### src/sv/nevs_pkg.sv
// Package for the nearest earlier value search: sizes, query and result types.
// Depends on nothing; used by the interfaces, the cells, the output buffer and the top.
`default_nettype none

package nevs_pkg;

  localparam int DEPTH     = 1024;
  localparam int VAL_W     = 32;
  localparam int POS_OUT_W = 11;
  localparam int COUNT_W   = $clog2(DEPTH + 1);
  localparam int IDX_W     = $clog2(DEPTH);
  localparam int POS_W     = COUNT_W;

  typedef struct packed {
    logic                    valid;
    logic signed [VAL_W-1:0] x;
    logic [COUNT_W-1:0]      limit;
    logic                    full;
    logic [VAL_W-1:0]        best_dist;
    logic signed [VAL_W-1:0] best_val;
    logic [POS_W-1:0]        best_pos;
  } query_t;

  typedef struct packed {
    logic [VAL_W-1:0]     distance;
    logic [POS_OUT_W-1:0] partner_position;
    logic                 store_full;
  } result_t;

endpackage

`default_nettype wire

### src/sv/nevs_cell.sv
// One cell of the search chain: holds one stored value and one query stage.
// Depends on nevs_pkg for query_t and sizes.
`default_nettype none

module nevs_cell (
  input  wire logic                              clk,
  input  wire logic                              rst_n,
  input  wire logic                              en,
  input  wire logic                              wr_en,
  input  wire logic signed [nevs_pkg::VAL_W-1:0] wr_data,
  input  wire logic [nevs_pkg::IDX_W-1:0]        idx,
  input  wire nevs_pkg::query_t                  q_in,
  output nevs_pkg::query_t                       q_out
);

  logic signed [nevs_pkg::VAL_W-1:0] value_r;
  nevs_pkg::query_t                  q_r;
  nevs_pkg::query_t                  q_nxt;
  logic signed [nevs_pkg::VAL_W:0]   x_ext;
  logic signed [nevs_pkg::VAL_W:0]   v_ext;
  logic signed [nevs_pkg::VAL_W:0]   diff_xv;
  logic signed [nevs_pkg::VAL_W:0]   diff_vx;
  logic [nevs_pkg::VAL_W-1:0]        abs_diff;
  logic                              active;
  logic                              take;

  always_ff @(posedge clk) begin
    if (wr_en) begin
      value_r <= wr_data;
    end
  end

  always_comb begin
    x_ext    = {q_in.x[nevs_pkg::VAL_W-1], q_in.x};
    v_ext    = {value_r[nevs_pkg::VAL_W-1], value_r};
    diff_xv  = x_ext - v_ext;
    diff_vx  = v_ext - x_ext;
    abs_diff = diff_xv[nevs_pkg::VAL_W] ? diff_vx[nevs_pkg::VAL_W-1:0]
                                        : diff_xv[nevs_pkg::VAL_W-1:0];
    active   = q_in.valid && (nevs_pkg::COUNT_W'(idx) < q_in.limit);
    take     = active && ((q_in.best_pos == '0) || (abs_diff < q_in.best_dist) ||
               ((abs_diff == q_in.best_dist) && (value_r < q_in.best_val)));
    q_nxt    = q_in;
    if (take) begin
      q_nxt.best_dist = abs_diff;
      q_nxt.best_val  = value_r;
      q_nxt.best_pos  = nevs_pkg::POS_W'(idx) + nevs_pkg::POS_W'(1);
    end
  end

  always_ff @(posedge clk) begin
    if (!rst_n) begin
      q_r.valid <= 1'b0;
    end else if (en) begin
      q_r <= q_nxt;
    end
  end

  assign q_out = q_r;

endmodule

`default_nettype wire

### config.mk
export PLATFORM = sky130hd
export DESIGN_NAME = nevs_cell
export DESIGN_NICKNAME = d
export VERILOG_FILES = /design/src/sv/nevs_pkg.sv /design/src/sv/nevs_cell.sv
export SDC_FILE = /design/constraint.sdc
export NUM_CORES = 1
export LEC_CHECK = 0
export ABC_AREA = 0
export BUFFER_PORTS_ARGS = -buffer_cell sky130_fd_sc_hd__buf_2
export CORE_ASPECT_RATIO = 0.5
export CORE_MARGIN = 2
export CORE_UTILIZATION = 58
export CTS_CLUSTER_SIZE = 30
export DETAILED_ROUTE_END_ITERATION = 10
export HOLD_SLACK_MARGIN = 0.05
export PLACE_DENSITY = 0.87
export SYNTH_ARGS = -nofsm -noshare
export SYNTH_HDL_FRONTEND = slang
export SYNTH_SLANG_ARGS = --single-unit
export TNS_END_PERCENT = 5
### constraint.sdc
create_clock -name clk -period 12.38 [get_ports clk]
set_clock_uncertainty 0.05 [all_clocks]
set_input_delay 3.714 -clock clk [delete_from_list [all_inputs] [get_ports clk]]
set_output_delay 3.714 -clock clk [all_outputs]
set_load 0.02 [all_outputs]
==> impl_metrics.json, run 1 <==
{
  "wl_met3_um": 2382,
  "rsz0062_at_grt": "false",
  "reg2regPathDepth": 20,
  "path_max_fanout": 91,
  "routed_via_density": 5.872,
  "outcome": "completed",
  "min_path_type": "register to register",
  "initial_core_util": 0.5891,
  "grt_usage": 0.3126,
  "grt_pass1_vias": 9415,
  "path_clk_slew_ps": 70,
  "layout_common_cells": "285 x buf_2, 151 x edfxtp_1, 148 x inv_1, 136 x ha_1, 98 x a21oi_1",
  "cts_setup_buffers": 0,
  "wl_met2_um": 13900,
  "place_hpwl_um": 23760,
  "die_h_um": 100.4,
  "reg2reg_to": "q_out[45]",
  "drv_cap": 0,
  "synth.area.top_cells": "edfxtp_1 42%, ha_1 16%, inv_1 5.2%",
  "yosysWarningCount": 0,
  "layout_commonest_cell": "buf_2",
  "leakage_nw": 6.082,
  "syn_area_mm2": 0.01078,
  "crit_type": "primary input to register",
  "period_share": 0.7787,
  "root_buffer": "clkbuf_16",
  "cellPowerDensity_mw_per_mm2": 142.7,
  "layout.nets": 1665,
  "port_buffers": 285,
  "cp_cell_sequence": "buf_2 -> inv_1 -> ha_1 -> a21oi_1 -> o21ai_0 -> a221oi_1 -> nand2b_1 -> o21ai_2 -> buf_4 -> mux2i_1 -> a21oi_1 -> nor3_1 -> nor2_1 -> ha_1 -> nand4_1 -> nor4_1 -> o41ai_1 -> a31oi_1 -> o41ai_1 -> o211ai_1 -> buf_4 -> mux2_2",
  "synth_edf_count": 151,
  "drc": 0,
  "avgSynthCellArea_um2": 9.848,
  "overflow": 0,
  "fmax_mhz": 103.7,
  "yosysTopAreaCellShare": 0.4205,
  "ios": 286,
  "ant_nets": 0,
  "synth_ff_type": "edfxtp_1",
  "cpPeakStageDelay_ps": 710,
  "hold_viol": 0,
  "hp-start": "q_out[119]",
  "htreeDepth": 4,
  "clk_latency_ps": 430,
  "dp_cells": 1582,
  "worstHoldEndpoint": "q_out[119]",
  "core_mm2": 0.01831,
  "finalSetupViolations": 0,
  "cp-end-kind": "register",
  "finalCriticalPeriod_ps": 9640,
  "m1WireLength_um": 13660,
  "r2r_slack_ps": 5740,
  "ys_seq_elements": 152,
  "stdcell_count": 1619,
  "drtPass1Iterations": 5,
  "critPathLaunchType": "primary input",
  "cp.required_ps": 12510,
  "syn_to_final_growth_pct": 20.37,
  "dieArea_mm2": 0.01977,
  "tightestPinTransition_ps": 874.6,
  "fill_cells": 1382,
  "drive_gt1_frac": 0.2584,
  "setup_tns_ps": 0,
  "cp_slowest_cell": "buf_4",
  "finalWirelength_um": 30800,
  "cts_resized": 0,
  "antenna_found_initial": 3,
  "timing.final.max_slew_violations": 0,
  "cts-buffers-inserted": 17,
  "ir_drop_uv": 99.25,
  "syn_nets": 1399,
  "rows": 35,
  "cts_sinks": 152,
  "grt_pass1_wl_um": 48330,
  "routed.top_layer": "met4",
  "hold_depth": 2,
  "syn_inst": 1095,
  "grt_max_degree": 92,
  "synthArstFlopShare": 0,
  "die_width_um": 196.8,
  "holdBufCountCts": 0,
  "rr_startpoint": "value_r[27]",
  "slew_headroom": 0.4169,
  "yosysTopAreaCell": "edfxtp_1",
  "drtIter0Drc": 856,
  "ys_seq_area_frac": 0.4223,
  "cp.arrival_ps": 9770,
  "gp_congestion": 0.9343,
  "cts_tree": "yes",
  "num_vias": 9507,
  "avgRoutedWirePerCell_um": 19.02,
  "clk_path_buf_depth": 2,
  "ys_types": 65
}
==> cell families after synthesis <==
group                    synth area share
multiplexers                      0.03620
AO/OA/AOI/OAI                      0.1775
XOR/XNOR                          0.02924
buffers and inverters             0.07089
adder cells (fa/ha/maj)            0.1615
AND/OR/NAND/NOR                    0.1023
flip-flops                         0.4223
==> how the worst max path moves through the flow <==
stage / slack (ps) / to / start / cells past startpoint
2_1_floorplan: 4250 / q_out[0] / q_in[116] / 23
4_1_cts: 2920 / q_out[45] / q_in[114] / 22
3_5_place_dp: 2500 / q_out[45] / q_in[114] / 22
5_1_grt: 2240 / q_out[52] / q_in[114] / 22
6_report: 2740 / q_out[45] / q_in[114] / 22
3_3_place_gp: 2600 / q_out[48] / q_in[114] / 22
==> final cells by class <==
cell class / count / area (um^2) / area share
repair buffers: 289 / 1456 / 0.1122
inverters: 148 / 555.5 / 0.04280
multi-input cells: 753 / 5468 / 0.4212
well taps: 240 / 300.3 / 0.02313
diodes: 5 / 12.51 / 0.0009639
flip-flops and latches: 152 / 4554 / 0.3508
clock inverters: 13 / 191.4 / 0.01475
clock buffers: 19 / 442.9 / 0.03412
==> worst max-delay path: cells and delay by family <==
family                     cells  cell delay (ps)
adders and majority gates      2              770
AOI/OAI and AO/OA              9             2120
buffers and inverters          4             1260
muxes                          2              730
and+or+nand+nor                5             1110
==> stage by stage <==
step / setup slack (ps) / utilization / total power, mW / hold WS [ps] / area (um^2)
2_1_floorplan: 4250 / - / 1.087 / 539.3 / 10780
3_3_place_gp: 2599 / 0.6738 / 1.250 / 446.9 / 12330
3_5_place_dp: 2499 / 0.6738 / 1.269 / 462.2 / 12330
4_1_cts: 2921 / 0.7085 / 1.844 / 481.2 / 12970
5_1_grt: 2238 / 0.7087 / 1.940 / 530.9 / 12970
6_report: 2740 / 0.7092 / 1.852 / 479.5 / 12980
==> Yosys cell counts (6+ instances only) <==
cell type / n
mux2i_1: 12
edfxtp_1: 151
nand2_1: 86
o21ai_0: 88
a21oi_1: 98
nand3_1: 26
o21a_1: 8
a211oi_1: 14
nor4_1: 6
o21bai_1: 11
nor3_1: 12
xnor2_1: 19
mux2_2: 24
a21o_1: 25
and2_1: 7
nand4_1: 21
xor2_1: 17
a31oi_1: 10
ha_1: 136
nor2_1: 45
clkbuf_1: 11
o211ai_1: 12
inv_1: 148
nand2b_1: 7
nor2b_1: 9
buf_2: 25
==> routing by layer <==
| metal | GRT usage | vias to the layer above |
|---|---|---|
| li1 | - | 4488 |
| met1 | 0.4231 | 4501 |
| met2 | 0.5034 | 448 |
| met3 | 0.06855 | 70 |
| met4 | 0.1053 | 0 |
| met5 | 0 | - |
==> where the power goes <==
| group | internal [mW] | total [mW] | leakage [nW] | switching [mW] |
|---|---|---|---|---|
| Sequential | 0.629 | 0.646 | 1.44 | 0.0171 |
| Combinational | 0.238 | 0.632 | 4.34 | 0.394 |
| Clock | 0.346 | 0.575 | 0.301 | 0.229 |
==> sequential cells by signal, indices dropped and copies added (netlist names) <==
| signal | count |
|---|---|
| q_out | 120 |
| value_r | 32 |
Note: power is estimated with default switching activity, not from simulation.
==> run 2: changes to the inputs <==
--- a/config.mk
+++ b/config.mk
@@ -9,11 +9,11 @@
 export BUFFER_PORTS_ARGS = -buffer_cell sky130_fd_sc_hd__buf_2
 export CORE_ASPECT_RATIO = 0.5
 export CORE_MARGIN = 2
-export CORE_UTILIZATION = 58
+export CORE_UTILIZATION = 54
 export CTS_CLUSTER_SIZE = 30
 export DETAILED_ROUTE_END_ITERATION = 10
 export HOLD_SLACK_MARGIN = 0.05
-export PLACE_DENSITY = 0.87
+export PLACE_DENSITY = 0.82
 export SYNTH_ARGS = -nofsm -noshare
 export SYNTH_HDL_FRONTEND = slang
 export SYNTH_SLANG_ARGS = --single-unit
==> constraint.sdc (replaced) <==
create_clock -name clk -period 10.1 [get_ports clk]
set_clock_uncertainty 0.05 [all_clocks]
set_input_delay 3.03 -clock clk [delete_from_list [all_inputs] [get_ports clk]]
set_output_delay 3.03 -clock clk [all_outputs]
set_load 0.02 [all_outputs]
==> impl_metrics.json, run 2 (same netlist as run 1, synthesis figures left out) <==
{
  "finalSetupViolations": 0,
  "grt_pass1_wl_um": 47500,
  "root_buffer": "clkbuf_16",
  "die_width_um": 203.9,
  "finalCriticalPeriod_ps": 8676,
  "path_max_fanout": 98,
  "post-place-ws_ps": 1153,
  "initial_core_util": 0.5529,
  "largest_reg_flops": 120,
  "hp-start": "q_out[119]",
  "clk_latency_ps": 440,
  "cts-buffers-inserted": 17,
  "port_buffers": 285,
  "hold_ws_ps": 478.4,
  "drc": 0,
  "final.setup.worst_slack_ps": 1424,
  "drv_cap": 0,
  "ios": 286,
  "outcome": "completed",
  "slew_headroom": 0.2046,
  "gp_congestion": 0.9215,
  "grt_usage": 0.2880,
  "core_mm2": 0.01950,
  "die_h_um": 103.9,
  "cp.arrival_ps": 8820,
  "grt_pass1_vias": 9286,
  "reg2reg_to": "q_out[45]",
  "cts_sinks": 152,
  "overflow": 0,
  "reg2regPathDepth": 18,
  "rsz0062_at_grt": "false",
  "routed_via_density": 5.687,
  "min_path_type": "register to register",
  "rr_startpoint": "value_r[19]",
  "place_hpwl_um": 23690,
  "worstHoldEndpoint": "q_out[119]",
  "tightestPinTransition_ps": 1193,
  "crit_type": "primary input to register",
  "clk_path_buf_depth": 2,
  "htreeDepth": 4,
  "setup_tns_ps": 0,
  "hold_viol": 0,
  "path_clk_slew_ps": 60,
  "cp-end-kind": "register",
  "finalWirelength_um": 30110,
  "cts_resized": 0,
  "period_share": 0.8590,
  "drtIter0Drc": 704,
  "ir_drop_uv": 205.4,
  "r2r_slack_ps": 3730,
  "grt_max_degree": 99,
  "holdBufCountCts": 0,
  "cts_tree": "yes",
  "layout_common_cells": "285 x buf_2, 151 x edfxtp_1, 148 x inv_1, 136 x ha_1, 98 x a21oi_1",
  "leakage_nw": 6.049,
  "regArea_mm2": 0.004554,
  "drive_gt1_frac": 0.2569,
  "fill_cells": 1544,
  "syn_to_final_growth_pct": 20.04,
  "rows": 36,
  "cts_setup_buffers": 0,
  "layout.nets": 1665,
  "cp.required_ps": 10240,
  "timing.final.max_slew_violations": 0,
  "critPathLaunchType": "primary input",
  "dieArea_mm2": 0.02119,
  "cellPowerDensity_mw_per_mm2": 168.3,
  "hold_depth": 2,
  "avgRoutedWirePerCell_um": 18.35,
  "ant_nets": 0,
  "num_vias": 9333,
  "fmax_mhz": 115.3,
  "multi_input_area_mm2": 0.005468,
  "final_core_util": 0.6637,
  "antenna_found_initial": 1,
  "layout_commonest_cell": "buf_2",
  "drtPass1Iterations": 6
}
-- run 2: how the worst max path moves through the flow --
stage / startpoint / to / slack (ps) / depth (start not counted)
after floorplan: q_in[116] / q_out[0] / 2650 / 23
after global placement: q_in[106] / q_out[48] / 1220 / 20
after detailed placement: q_in[114] / q_out[45] / 1150 / 22
final: q_in[114] / q_out[45] / 1420 / 22
after CTS: q_in[114] / q_out[51] / 1620 / 22
after global routing: q_in[114] / q_out[45] / 1030 / 22
-- run 2: cell type report --
class / count / share of cell area
Sequential cell: 152 / 0.3518
Antenna cell: 1 / 0.0001933
Inverter: 148 / 0.04292
Tap cell: 266 / 0.02571
Timing Repair Buffer: 289 / 0.1135
Clock inverter: 14 / 0.01034
Multi-Input combinational cell: 753 / 0.4224
Clock buffer: 18 / 0.03315
-- run 2: stage by stage --
step / area [um^2] / std cells / power [mW]
after global routing: 12940 / 1641 / 2.294
after detailed placement: 12380 / 1608 / 1.553
final: 12940 / 1641 / 2.178
after CTS: 12940 / 1640 / 2.177
after global placement: 12380 / 1608 / 1.535
after floorplan: 10780 / 1095 / 1.332
-- run 2: metal layers --
layer | vias up | global-route usage | wire, um
li1 | 4487 | - | -
met1 | 4439 | 0.3859 | 13390
met2 | 368 | 0.4679 | 14010
met3 | 39 | 0.06172 | 2091
met4 | 0 | 0.09072 | 617
met5 | - | 0 | 0
-- run 2: power breakdown --
| part | total, mW | internal, mW | switching (mW) |
|---|---|---|---|
| clock | 0.622 | 0.359 | 0.263 |
| sequential | 0.791 | 0.771 | 0.0199 |
| combinational | 0.765 | 0.293 | 0.472 |
-- run 2: worst max-delay path: stages --
cell and delay (ps):
buf_2 110, inv_1 50, ha_1 470, a21oi_1 220
o21ai_0 230, a221oi_1 450, nand2b_1 220, o21ai_2 570
buf_4 370, mux2i_1 260, a21oi_1 110, nor3_1 220
nor2_1 80, ha_1 300, nand4_1 100, nor4_1 420
o41ai_1 160, a31oi_1 190, o41ai_1 100, o211ai_1 350
buf_12 380, mux2_2 390
