[src/sv/nevs_pkg.sv]
// Package for the nearest earlier value search: sizes, query and result types.
// Depends on nothing; used by the interfaces, the cells, the output buffer and the top.
`default_nettype none

package nevs_pkg;

  localparam int DEPTH     = 1024;
  localparam int VAL_W     = 32;
  localparam int POS_OUT_W = 11;
  localparam int COUNT_W   = $clog2(DEPTH + 1);
  localparam int IDX_W     = $clog2(DEPTH);
  localparam int POS_W     = COUNT_W;

  typedef struct packed {
    logic                    valid;
    logic signed [VAL_W-1:0] x;
    logic [COUNT_W-1:0]      limit;
    logic                    full;
    logic [VAL_W-1:0]        best_dist;
    logic signed [VAL_W-1:0] best_val;
    logic [POS_W-1:0]        best_pos;
  } query_t;

  typedef struct packed {
    logic [VAL_W-1:0]     distance;
    logic [POS_OUT_W-1:0] partner_position;
    logic                 store_full;
  } result_t;

endpackage

`default_nettype wire

[src/sv/nevs_ifs.sv]
// Valid/ready channel interfaces for sample input and search results.
// Depends on nevs_pkg for field widths.
`default_nettype none


interface nevs_out_if;
  logic                          valid;
  logic                          ready;
  logic [nevs_pkg::VAL_W-1:0]     distance;
  logic [nevs_pkg::POS_OUT_W-1:0] partner_position;
  logic                          store_full;

  modport source (output valid, output distance, output partner_position,
                  output store_full, input ready);
  modport sink (input valid, input distance, input partner_position,
                input store_full, output ready);
endinterface

`default_nettype wire

[src/sv/nevs_out_buf.sv]
// Output register with skid stage between the chain end and the result channel.
// Depends on nevs_pkg for result_t and on nevs_out_if.
`default_nettype none

module nevs_out_buf (
  input  wire logic              clk,
  input  wire logic              rst_n,
  input  wire logic              res_valid,
  input  wire nevs_pkg::result_t res,
  output logic                   advance,
  nevs_out_if.source             out_chan
);

  logic              out_valid_r;
  logic              skid_valid_r;
  nevs_pkg::result_t out_data_r;
  nevs_pkg::result_t skid_data_r;
  logic              load;
  logic              out_free;

  assign advance  = !skid_valid_r;
  assign load     = res_valid && advance;
  assign out_free = !out_valid_r || out_chan.ready;

  always_ff @(posedge clk) begin
    if (!rst_n) begin
      out_valid_r  <= 1'b0;
      skid_valid_r <= 1'b0;
    end else if (out_free) begin
      if (skid_valid_r) begin
        out_valid_r  <= 1'b1;
        skid_valid_r <= 1'b0;
      end else begin
        out_valid_r <= load;
      end
    end else if (load) begin
      skid_valid_r <= 1'b1;
    end
  end

  always_ff @(posedge clk) begin
    if (out_free) begin
      if (skid_valid_r) begin
        out_data_r <= skid_data_r;
      end else if (load) begin
        out_data_r <= res;
      end
    end else if (load) begin
      skid_data_r <= res;
    end
  end

  assign out_chan.valid            = out_valid_r;
  assign out_chan.distance         = out_data_r.distance;
  assign out_chan.partner_position = out_data_r.partner_position;
  assign out_chan.store_full       = out_data_r.store_full;

endmodule

`default_nettype wire
[src/flat_wrapper.sv]
// flat-port wrapper written by rule: the top's interface ports become plain ports
module nevs_out_buf_flat 
  (clk, rst_n, res_valid, res, advance, out_chan_valid, out_chan_distance, out_chan_partner_position, out_chan_store_full, out_chan_ready);
  nevs_out_if out_chan_i ();
  input  wire logic clk;
  input  wire logic rst_n;
  input  wire logic res_valid;
  input  wire nevs_pkg::result_t res;
  output logic advance;
  output wire logic [$bits(out_chan_i.valid)-1:0] out_chan_valid;
  output wire logic [$bits(out_chan_i.distance)-1:0] out_chan_distance;
  output wire logic [$bits(out_chan_i.partner_position)-1:0] out_chan_partner_position;
  output wire logic [$bits(out_chan_i.store_full)-1:0] out_chan_store_full;
  input wire logic [$bits(out_chan_i.ready)-1:0] out_chan_ready;
  assign out_chan_valid = out_chan_i.valid;
  assign out_chan_distance = out_chan_i.distance;
  assign out_chan_partner_position = out_chan_i.partner_position;
  assign out_chan_store_full = out_chan_i.store_full;
  assign out_chan_i.ready = out_chan_ready;
  nevs_out_buf u_core (.clk(clk), .rst_n(rst_n), .res_valid(res_valid), .res(res), .advance(advance), .out_chan(out_chan_i));
endmodule
[config.mk]
export PLATFORM = sky130hd
export DESIGN_NAME = nevs_out_buf_flat
export DESIGN_NICKNAME = d
export VERILOG_FILES = /design/src/sv/nevs_pkg.sv /design/src/sv/nevs_ifs.sv /design/src/sv/nevs_out_buf.sv /design/src/flat_wrapper.sv
export SDC_FILE = /design/constraint.sdc
export NUM_CORES = 1
export LEC_CHECK = 0
export BUFFER_PORTS_ARGS = -buffer_cell sky130_fd_sc_hd__buf_2
export CAP_MARGIN = 20
export CORE_MARGIN = 2
export CORE_UTILIZATION = 30
export DETAILED_ROUTE_END_ITERATION = 12
export GPL_TIMING_DRIVEN = 0
export PLACE_DENSITY = 0.57
export SLEW_MARGIN = 10
export SYNTH_ARGS = -nofsm -noshare
export SYNTH_HDL_FRONTEND = slang
export SYNTH_SLANG_ARGS = --single-unit
export TNS_END_PERCENT = 50
[constraint.sdc]
create_clock -name clk -period 10.9 [get_ports clk]
set_input_delay 0.545 -clock clk [delete_from_list [all_inputs] [get_ports clk]]
set_output_delay 0.545 -clock clk [all_outputs]
set_load 0.01 [all_outputs]
==> flow_summary.ini, run 1 <==
[outcome]
status = complete, no violations

[worst_setup_path]
crit_buf_inv = 4
crit_family = buffers and inverters
critPathKind = register to register
cp_common_cell = buf_6
required_ns = 10.96
path_cells = buf_6, buf_6, nor3b_2, buf_6, buf_4
cp_max_fo = 10
arrival_ns = 1.95
cp-end-kind = register
critPathMaxStageDelay_ns = 0.50
critPathLaunchType = register
cp_slowest_cell = nor3b_2

[cells_and_area]
fin_nets = 304
syn_to_final_growth_pct = 26.2
final_area_sq_um = 4200
mostFrequentLayoutCell = buf_2
antenna_cells = 0
layout-drive-gt1-share_pct = 62.1
final_cell_mix = buf_2, edfxtp_1, mux2_2

[timing]
timing.hold.ws_ns = 0.368
tightestPinTransition_ns = 0.654
max-slew-margin-rel_pct = 56.4
setup_viol = 0
clock.fmax_mhz = 530
fin_skew_ns = 0.00770
finalMaxSlewViolations = 0
tns_ns = 0
fin_crit_sh_pct = 17.3
period_needed_ns = 1.89
hold_viol_final = 0
rsz0062_at_grt = false
setup_ws_ns = 9.01

[global_routing]
grt_pass1_vias = 1717
grt_usage_pct = 10.6
antenna_found_initial = 0
grt_pass1_wl_um = 9000
overflow = 0
grt_max_degree = 24

[cts]
cts.sinks = 90
root_buffer = clkbuf_8
hold_buffers = 0
clockBufferDepth = 2
path_clk_slew_ns = 0.08
insertion_delay_ns = 0.36
cts_htree_levels = 3
post-cts-setup-buffers = 0
cts_tree = done
cts_resized = 0
cts_buffers = 9

[synthesis]
synth_top_area_share_pct = 79.3
muxShareOfSynthArea_pct = 16.7
synth_area_leaders = edfxtp_1, mux2_2, mux2_4
synth_top_family_by_area = multiplexers
synth-adder-area-share_pct = 0
synth_area_per_cell_sq_um = 22.8
synthesis.nets = 194
synth_seq_cells = 90
synthXorXnorAreaFrac_pct = 0
yosysTopAreaCell = edfxtp_1
synth_compound_area_share_pct = 0.451
ys_warn_count = 0
synthCells = 146
ys_types = 13
synth-simple-area-share_pct = 0.902
seq_area_frac_synth_pct = 80.5
syn_area_sq_um = 3330

[placement]
dpl_worst_slack_ns = 8.73
hpwl_um = 4150
portBuffers = 93
place_congestion = 0.592
placed_cell_area_sq_um = 4050

[drt]
route.detailed.drc = 0
route.met3.wl_um = 364
drt.antenna.violating_nets = 0
drt-initial-drc-count = 59
dr.pass1.iters = 2
num_vias = 1693
via_per_inst = 4.22
drt-met1-wl_um = 2480
routed_wl_um = 5890
wl_per_cell_um = 14.7
wl_met2_um = 2870
top_layer = met4

[floorplanning]
core_sq_um = 10800
die_x_um = 109
fp-row-count = 38
num_io_pins = 94
start_util_pct = 30.7
dieArea_sq_um = 12000
die-height_um = 109

[power_and_ir_drop]
power.total_w = 0.000643
p_leak_nw = 1.58
ir_worst_vdd_mv = 0.0783
power_density_nw_per_um2 = 153

[flow_run]
cap_violations = 0

[worst_hold_path]
hp-class = input pin to register
[state kept, by name, indices dropped and copies added (netlist names)]
register	count
u_core.out_chan.distance	32
u_core.out_chan.partner_position	11
u_core.out_chan.store_full	1
u_core.out_chan.valid	1
u_core.skid_data_r	44
u_core.skid_valid_r	1
[cell families (layout without fill, tap and decap cells)]
kind of cell / Yosys count / in the layout
buffers and inverters: 6 / 121
AO/OA/AOI/OAI: 2 / 2
multiplexers: 44 / 44
AND/OR/NAND/NOR: 4 / 4
flip-flops: 90 / 90
[routing by layer]
metal  GRT usage (%)  vias to the layer above
met5               0                        -
li1                -                      796
met3            4.15                       12
met2            16.4                       53
met4            7.05                        0
met1            12.2                      832
[cells in the mapped netlist, drive strengths merged]
cell type   n
edfxtp     88
mux2       44
buf         5
dfxtp       2
nor3b       2
a21boi      1
inv         1
nand2b      1
nor2        1
o21a        1
[worst paths after layout]
path / slack [ns] / cells after the start / end / from
setup / recovery: 9.01 / 5 / u_core.skid_data_r[6] / u_core.skid_valid_r
hold / removal: 0.37 / 1 / u_core.skid_data_r[22] / res[22]
setup reg to reg: 9.01 / 5 / u_core.skid_data_r[6] / u_core.skid_valid_r
hold reg to reg: 0.55 / 1 / u_core.out_chan.distance[31] / u_core.skid_data_r[43]
[cell type report]
class,count,area (sq um)
clock inverter,5,21.3
buffer,5,43.8
timing repair buffer,99,538
inverter,1,3.75
sequential,90,2680
fill,1040,6640
multi-input combinational,50,607
tap,140,175
clock buffer,11,131
[worst reg2reg max path, stage by stage, from the launching register on]
cell,delay (ns)
dfxtp_1,0.33
buf_6,0.15
buf_6,0.16
nor3b_2,0.51
buf_6,0.22
buf_4,0.22
[report_power, final]
group          total (W)  internal (W)  switching, W  leakage (nW)
logic          0.0000531     0.0000267     0.0000263         0.661
clock network   0.000188     0.0000799      0.000108        0.0796
registers       0.000402      0.000398    0.00000364         0.843
total           0.000643      0.000505      0.000138          1.58
[per-stage QoR]
stage | cells | utilization (%)
2_1_floorplan | 146 | -
3_3_place_gp | 379 | 36.6
3_5_place_dp | 385 | 37.4
4_1_cts | 401 | 38.8
5_1_grt | 401 | 38.8
6_report | 401 | 38.8
Power figures use the tool's default switching activity.
==> inputs of run 2 (changes only) <==
- ABC_AREA: unset -> 1
- clock period: 10.9 -> 1.95 ns (I/O delays scaled with it)
==> flow_summary.ini, run 2 <==
[power_and_ir_drop]
ir_worst_vdd_mv = 0.384
power_density_nw_per_um2 = 820
p_leak_nw = 1.96

[cts]
cts.sinks = 90
cts_tree = done
clockBufferDepth = 2
cts_buffers = 9
insertion_delay_ns = 0.34
path_clk_slew_ns = 0.08
root_buffer = clkbuf_8
cts_htree_levels = 3
cts_resized = 0
post-cts-setup-buffers = 0

[drt]
drt.antenna.violating_nets = 0
drt-initial-drc-count = 89
wl_per_cell_um = 13.4
routed_wl_um = 7190
dr.pass1.iters = 4
route.detailed.drc = 0
via_per_inst = 4.13
num_vias = 2221

[synthesis]
seq_area_frac_synth_pct = 81.6
synth_top_area_share_pct = 80.4
ys_warn_count = 0
synthTopCellsByCount = nand2_1, edfxtp_1, buf_2, buf_6, nor2_1
synth_top_family_by_area = simple AND/OR/NAND/NOR gates
synthesis.nets = 289
ys_types = 12
synth_seq_cells = 90
synth_ff_type = edfxtp_1
synth-adder-area-share_pct = 0
synthXorXnorAreaFrac_pct = 0
synth_compound_area_share_pct = 0.305
synth_edf_count = 88
muxShareOfSynthArea_pct = 0
synthCells = 241
synth-async-reset-ratio_pct = 0
yosysTopAreaCell = edfxtp_1
synth.most_common_cell = nand2_1
synth_area_per_cell_sq_um = 13.6
synth_area_leaders = edfxtp_1, nand2_1, dfxtp_1
syn_area_sq_um = 3290
synth-simple-area-share_pct = 15.8

[global_routing]
grt_usage_pct = 12.3
grt_max_degree = 25
antenna_found_initial = 0
overflow = 0
grt_pass1_vias = 2238
grt_pass1_wl_um = 10800

[worst_setup_path]
arrival_ns = 1.82
crit_path_end = u_core.skid_data_r[39]
cp_common_cell = buf_16
cp-end-kind = register
startpoint = u_core.out_chan.valid
required_ns = 2.01
critPathMaxStageDelay_ns = 0.52
r2r_slack_ns = 0.19
critPathKind = register to register
timing.rr.start = u_core.out_chan.valid
crit_family = simple AND/OR/NAND/NOR gates
crit_buf_inv = 2
r2r-end = u_core.skid_data_r[39]
path_cells = nand3_1, nor2_4, buf_16, buf_16
cp_max_fo = 18
cp.depth = 4
cp_slowest_cell = dfxtp_1
critPathLaunchType = register
reg2regPathDepth = 4

[cells_and_area]
seq_area_sq_um = 2680
largest_reg_flops = 44
mostFrequentLayoutCell = nand2_1
antenna_cells = 0
fin_nets = 443
syn_to_final_growth_pct = 41.9
multi_input_area_sq_um = 558
fin_util_pct = 43.4
final_cell_mix = nand2_1, buf_2, edfxtp_1
regMostFlops = u_core.skid_data_r
fillers = 1068
layout-drive-gt1-share_pct = 30.4

[floorplanning]
die-height_um = 109
fp-row-count = 38
num_io_pins = 94
core_sq_um = 10700
dieArea_sq_um = 11800
die_x_um = 109
start_util_pct = 30.6

[outcome]
status = complete, no violations

[worst_hold_path]
holdPathStages = 3
hp-class = input pin to register

[placement]
portBuffers = 93
place_congestion = 0.615
hpwl_um = 4500

[flow_run]
cap_violations = 0

[timing]
tightestPinTransition_ns = 0.687
setup_viol = 0
max-slew-margin-rel_pct = 54.2
clock.fmax_mhz = 568
hold_viol_final = 0
period_needed_ns = 1.76
tns_ns = 0
fin_skew_ns = 0.00544
fin_crit_sh_pct = 90.2
rsz0062_at_grt = false
finalMaxSlewViolations = 0
-- run 2: changes by cell type after synthesis, moves of 2 or more --
cell     change
buf_2        +3
mux2_2      -28
mux2_4      -16
nand2_1    +133
nand3_1      +2
nor2_1       +2
-- run 2: timing repair --
| action | in CTS | in global routing |
|---|---|---|
| setup endpoints to repair | 0 | 24 |
| hold endpoints to repair | 46 | 0 |
| hold buffers | 46 | 0 |
-- run 2: cell families (layout without fill, tap and decap cells) --
kind of cell           Yosys count  after routing
buffers and inverters           11            167
AND/OR/NAND/NOR                138            138
flip-flops                      90             90
AO/OA/AOI/OAI                    2              3
-- run 2: worst min path at each step --
| stage | from | endpoint |
|---|---|---|
| after CTS | res_valid | u_core.skid_valid_r |
| after global routing | res_valid | u_core.skid_valid_r |
| after global placement | res[32] | u_core.skid_data_r[32] |
| after detailed placement | res[6] | u_core.skid_data_r[6] |
| after floorplan | res[0] | u_core.skid_data_r[0] |
| final | res_valid | u_core.skid_valid_r |
-- run 2: layout make-up --
| type | count | share of cell area (%) |
|---|---|---|
| flip-flops and latches | 90 | 57.5 |
| inverters | 2 | 0.161 |
| clock inverters | 3 | 0.912 |
| repair buffers | 142 | 21.5 |
| well taps | 140 | 3.76 |
| multi-input cells | 141 | 12.0 |
| plain buffers | 9 | 1.42 |
| clock buffers | 11 | 2.82 |
-- run 2: metrics by stage --
stage          worst slack (ns)  hold WS [ns]  std cells  power [W]  cell area, sq um
2_1_floorplan            -0.173         0.196        241    0.00244              3300
3_3_place_gp             -0.862         0.291        474    0.00259              3940
3_5_place_dp             0.0462         0.291        477    0.00262              4020
4_1_cts                  0.0362        0.0276        537    0.00388              4660
5_1_grt                  0.0619         0.135        538    0.00402              4660
6_report                  0.191         0.135        538    0.00382              4660
-- run 2: report_power, final --
group | leakage (nW) | internal [W] | total (W) | switching, W
combinational | 1.03 | 0.000183 | 0.000379 | 0.000195
clock | 0.0853 | 0.000578 | 0.00118 | 0.000605
sequential | 0.844 | 0.00224 | 0.00226 | 0.0000266
-- run 2: metal layers --
| metal | vias to the layer above | GRT usage, % | part of all wire [%] |
|---|---|---|---|
| li1 | 1122 | - | - |
| met1 | 1041 | 14.7 | 45 |
| met2 | 51 | 20.4 | 50 |
| met4 | 0 | 5.95 | 0.86 |
| met3 | 7 | 3.53 | 4.1 |
| met5 | - | 0 | 0 |
-- run 2: worst reg2reg max path, cell delays in order (launching register included) --
cell and delay (ns):
dfxtp_1 0.52, nand3_1 0.18, nor2_4 0.38, buf_16 0.22
buf_16 0.17
==> inputs of run 3 (changes only) <==
- CELL_PAD_IN_SITES_DETAIL_PLACEMENT: unset -> 1
- CELL_PAD_IN_SITES_GLOBAL_PLACEMENT: unset -> 1
- PLACE_DENSITY: 0.57 -> 0.67
==> flow_summary.ini, run 3 (synthesis results as in run 2) <==
[placement]
portBuffers = 93
place_congestion = 0.657
placed_cell_area_sq_um = 4000
hpwl_um = 4870

[drt]
drt-initial-drc-count = 66
via_per_inst = 4.19
num_vias = 2270
wl_per_cell_um = 14.1
dr.pass1.iters = 4
route.detailed.drc = 0
routed_wl_um = 7650
drt.antenna.violating_nets = 0

[cells_and_area]
fin_nets = 445
regMostFlops = u_core.skid_data_r
fillers = 1188
antenna_cells = 0
layout-drive-gt1-share_pct = 30.3
final_cell_mix = nand2_1, buf_2, edfxtp_1
final_area_sq_um = 4660
syn_to_final_growth_pct = 41.8
mostFrequentLayoutCell = nand2_1
largest_reg_flops = 44

[worst_hold_path]
hold_start = res_valid
hp-class = input pin to register

[timing]
finalMaxSlewViolations = 0
fin_skew_ns = 0.00788
rsz0062_at_grt = false
fin_crit_sh_pct = 88.5
max-slew-margin-rel_pct = 53.1
period_needed_ns = 1.73
clock.fmax_mhz = 580
tns_ns = 0
setup_viol = 0
tightestPinTransition_ns = 0.702
hold_viol_final = 0

[power_and_ir_drop]
ir_worst_vdd_mv = 0.458
p_leak_nw = 1.96
power_density_nw_per_um2 = 826

[cts]
root_buffer = clkbuf_8
clockBufferDepth = 2
cts_buffers = 9
cts_tree = done
path_clk_slew_ns = 0.08
insertion_delay_ns = 0.35
cts.sinks = 90
cts_htree_levels = 3

[global_routing]
grt_pass1_wl_um = 11800
grt_pass1_vias = 2363
antenna_found_initial = 0
overflow = 0
grt_usage_pct = 13.5
grt_max_degree = 24

[worst_setup_path]
cp_max_fo = 23
critPathKind = register to register
path_cells = nand3_1, nor2_4, buf_12
cp-end-kind = register
critPathMaxStageDelay_ns = 0.57
timing.rr.start = u_core.out_chan.valid
required_ns = 2.00
cp_slowest_cell = nor2_4
critPathLaunchType = register
startpoint = u_core.out_chan.valid
arrival_ns = 1.78

[floorplanning]
core_sq_um = 10700
fp-row-count = 38
num_io_pins = 94
die_x_um = 109
start_util_pct = 30.6
dieArea_sq_um = 11800
die-height_um = 109

[outcome]
status = complete, no violations

[flow_run]
cap_violations = 0
## run 3: cell count changes in the layout (fill, tap and decap cells not counted)
cell / before / now
buf_16: 2 / 0
buf_8: 0 / 1
a21oi_2: 1 / 0
clkinv_1: 0 / 2
clkbuf_1: 2 / 3
clkinvlp_4: 1 / 0
buf_4: 1 / 4
buf_12: 1 / 2
## run 3: metal layers
layer / global-route usage (%) / vias to the layer above / share of wire [%]
li1: - / 1125 / -
met1: 15.7 / 1075 / 40
met2: 24.0 / 59 / 54
met3: 2.57 / 11 / 3.9
met4: 6.32 / 0 / 1.7
met5: 0 / - / 0
## run 3: worst paths after layout
| path | slack [ns] | depth (start not counted) | end |
|---|---|---|---|
| min reg2reg | 0.52 | 2 | u_core.out_chan.partner_position[3] |
| max | 0.22 | 3 | u_core.skid_data_r[39] |
| max reg2reg | 0.22 | 3 | u_core.skid_data_r[39] |
| min | 0.05 | 3 | u_core.skid_valid_r |
## run 3: what timing repair did
action                                  in CTS  in global routing
hold buffers                                46                  0
setup buffers                                0                  3
endpoints found under the hold margin       45                  0
endpoints found under the setup margin       0                 21
resized for setup                            0                  0
## run 3: power by group
group          switching, W  internal (W)  total, W
Sequential        0.0000261       0.00224   0.00226
Clock              0.000620      0.000585   0.00121
Combinational      0.000198      0.000188  0.000385
Total              0.000844       0.00301   0.00385
## run 3: layout make-up
class	count	area (sq um)	share of cell area [%]
multi-input combinational	140	549	11.8
timing repair buffer	145	1000	21.5
buffer	9	66.3	1.42
tap	140	175	3.76
clock inverter	4	42.5	0.913
inverter	2	7.51	0.161
sequential	90	2680	57.5
clock buffer	12	135	2.90
## run 3: metrics by stage
| stage | hold slack, ns | setup WS [ns] | util (%) | total power (W) | instances |
|---|---|---|---|---|---|
| CTS | 0.0235 | 0.0390 | 43.2 | 0.00390 | 539 |
| global placement | 0.288 | -0.914 | 36.7 | 0.00259 | 474 |
| finish | 0.0485 | 0.225 | 43.4 | 0.00385 | 542 |
| floorplan | 0.196 | -0.173 | - | 0.00244 | 241 |
| detailed placement | 0.290 | 0.0757 | 37.2 | 0.00262 | 477 |
| global route | 0.0696 | 0.0762 | 43.4 | 0.00401 | 542 |
## run 3: critical path, delay by kind of cell, from the launching register on
| family | cells | cell delay (ns) |
|---|---|---|
| buffers and inverters | 1 | 0.27 |
| and+or+nand+nor | 2 | 0.73 |
| DFF | 1 | 0.42 |
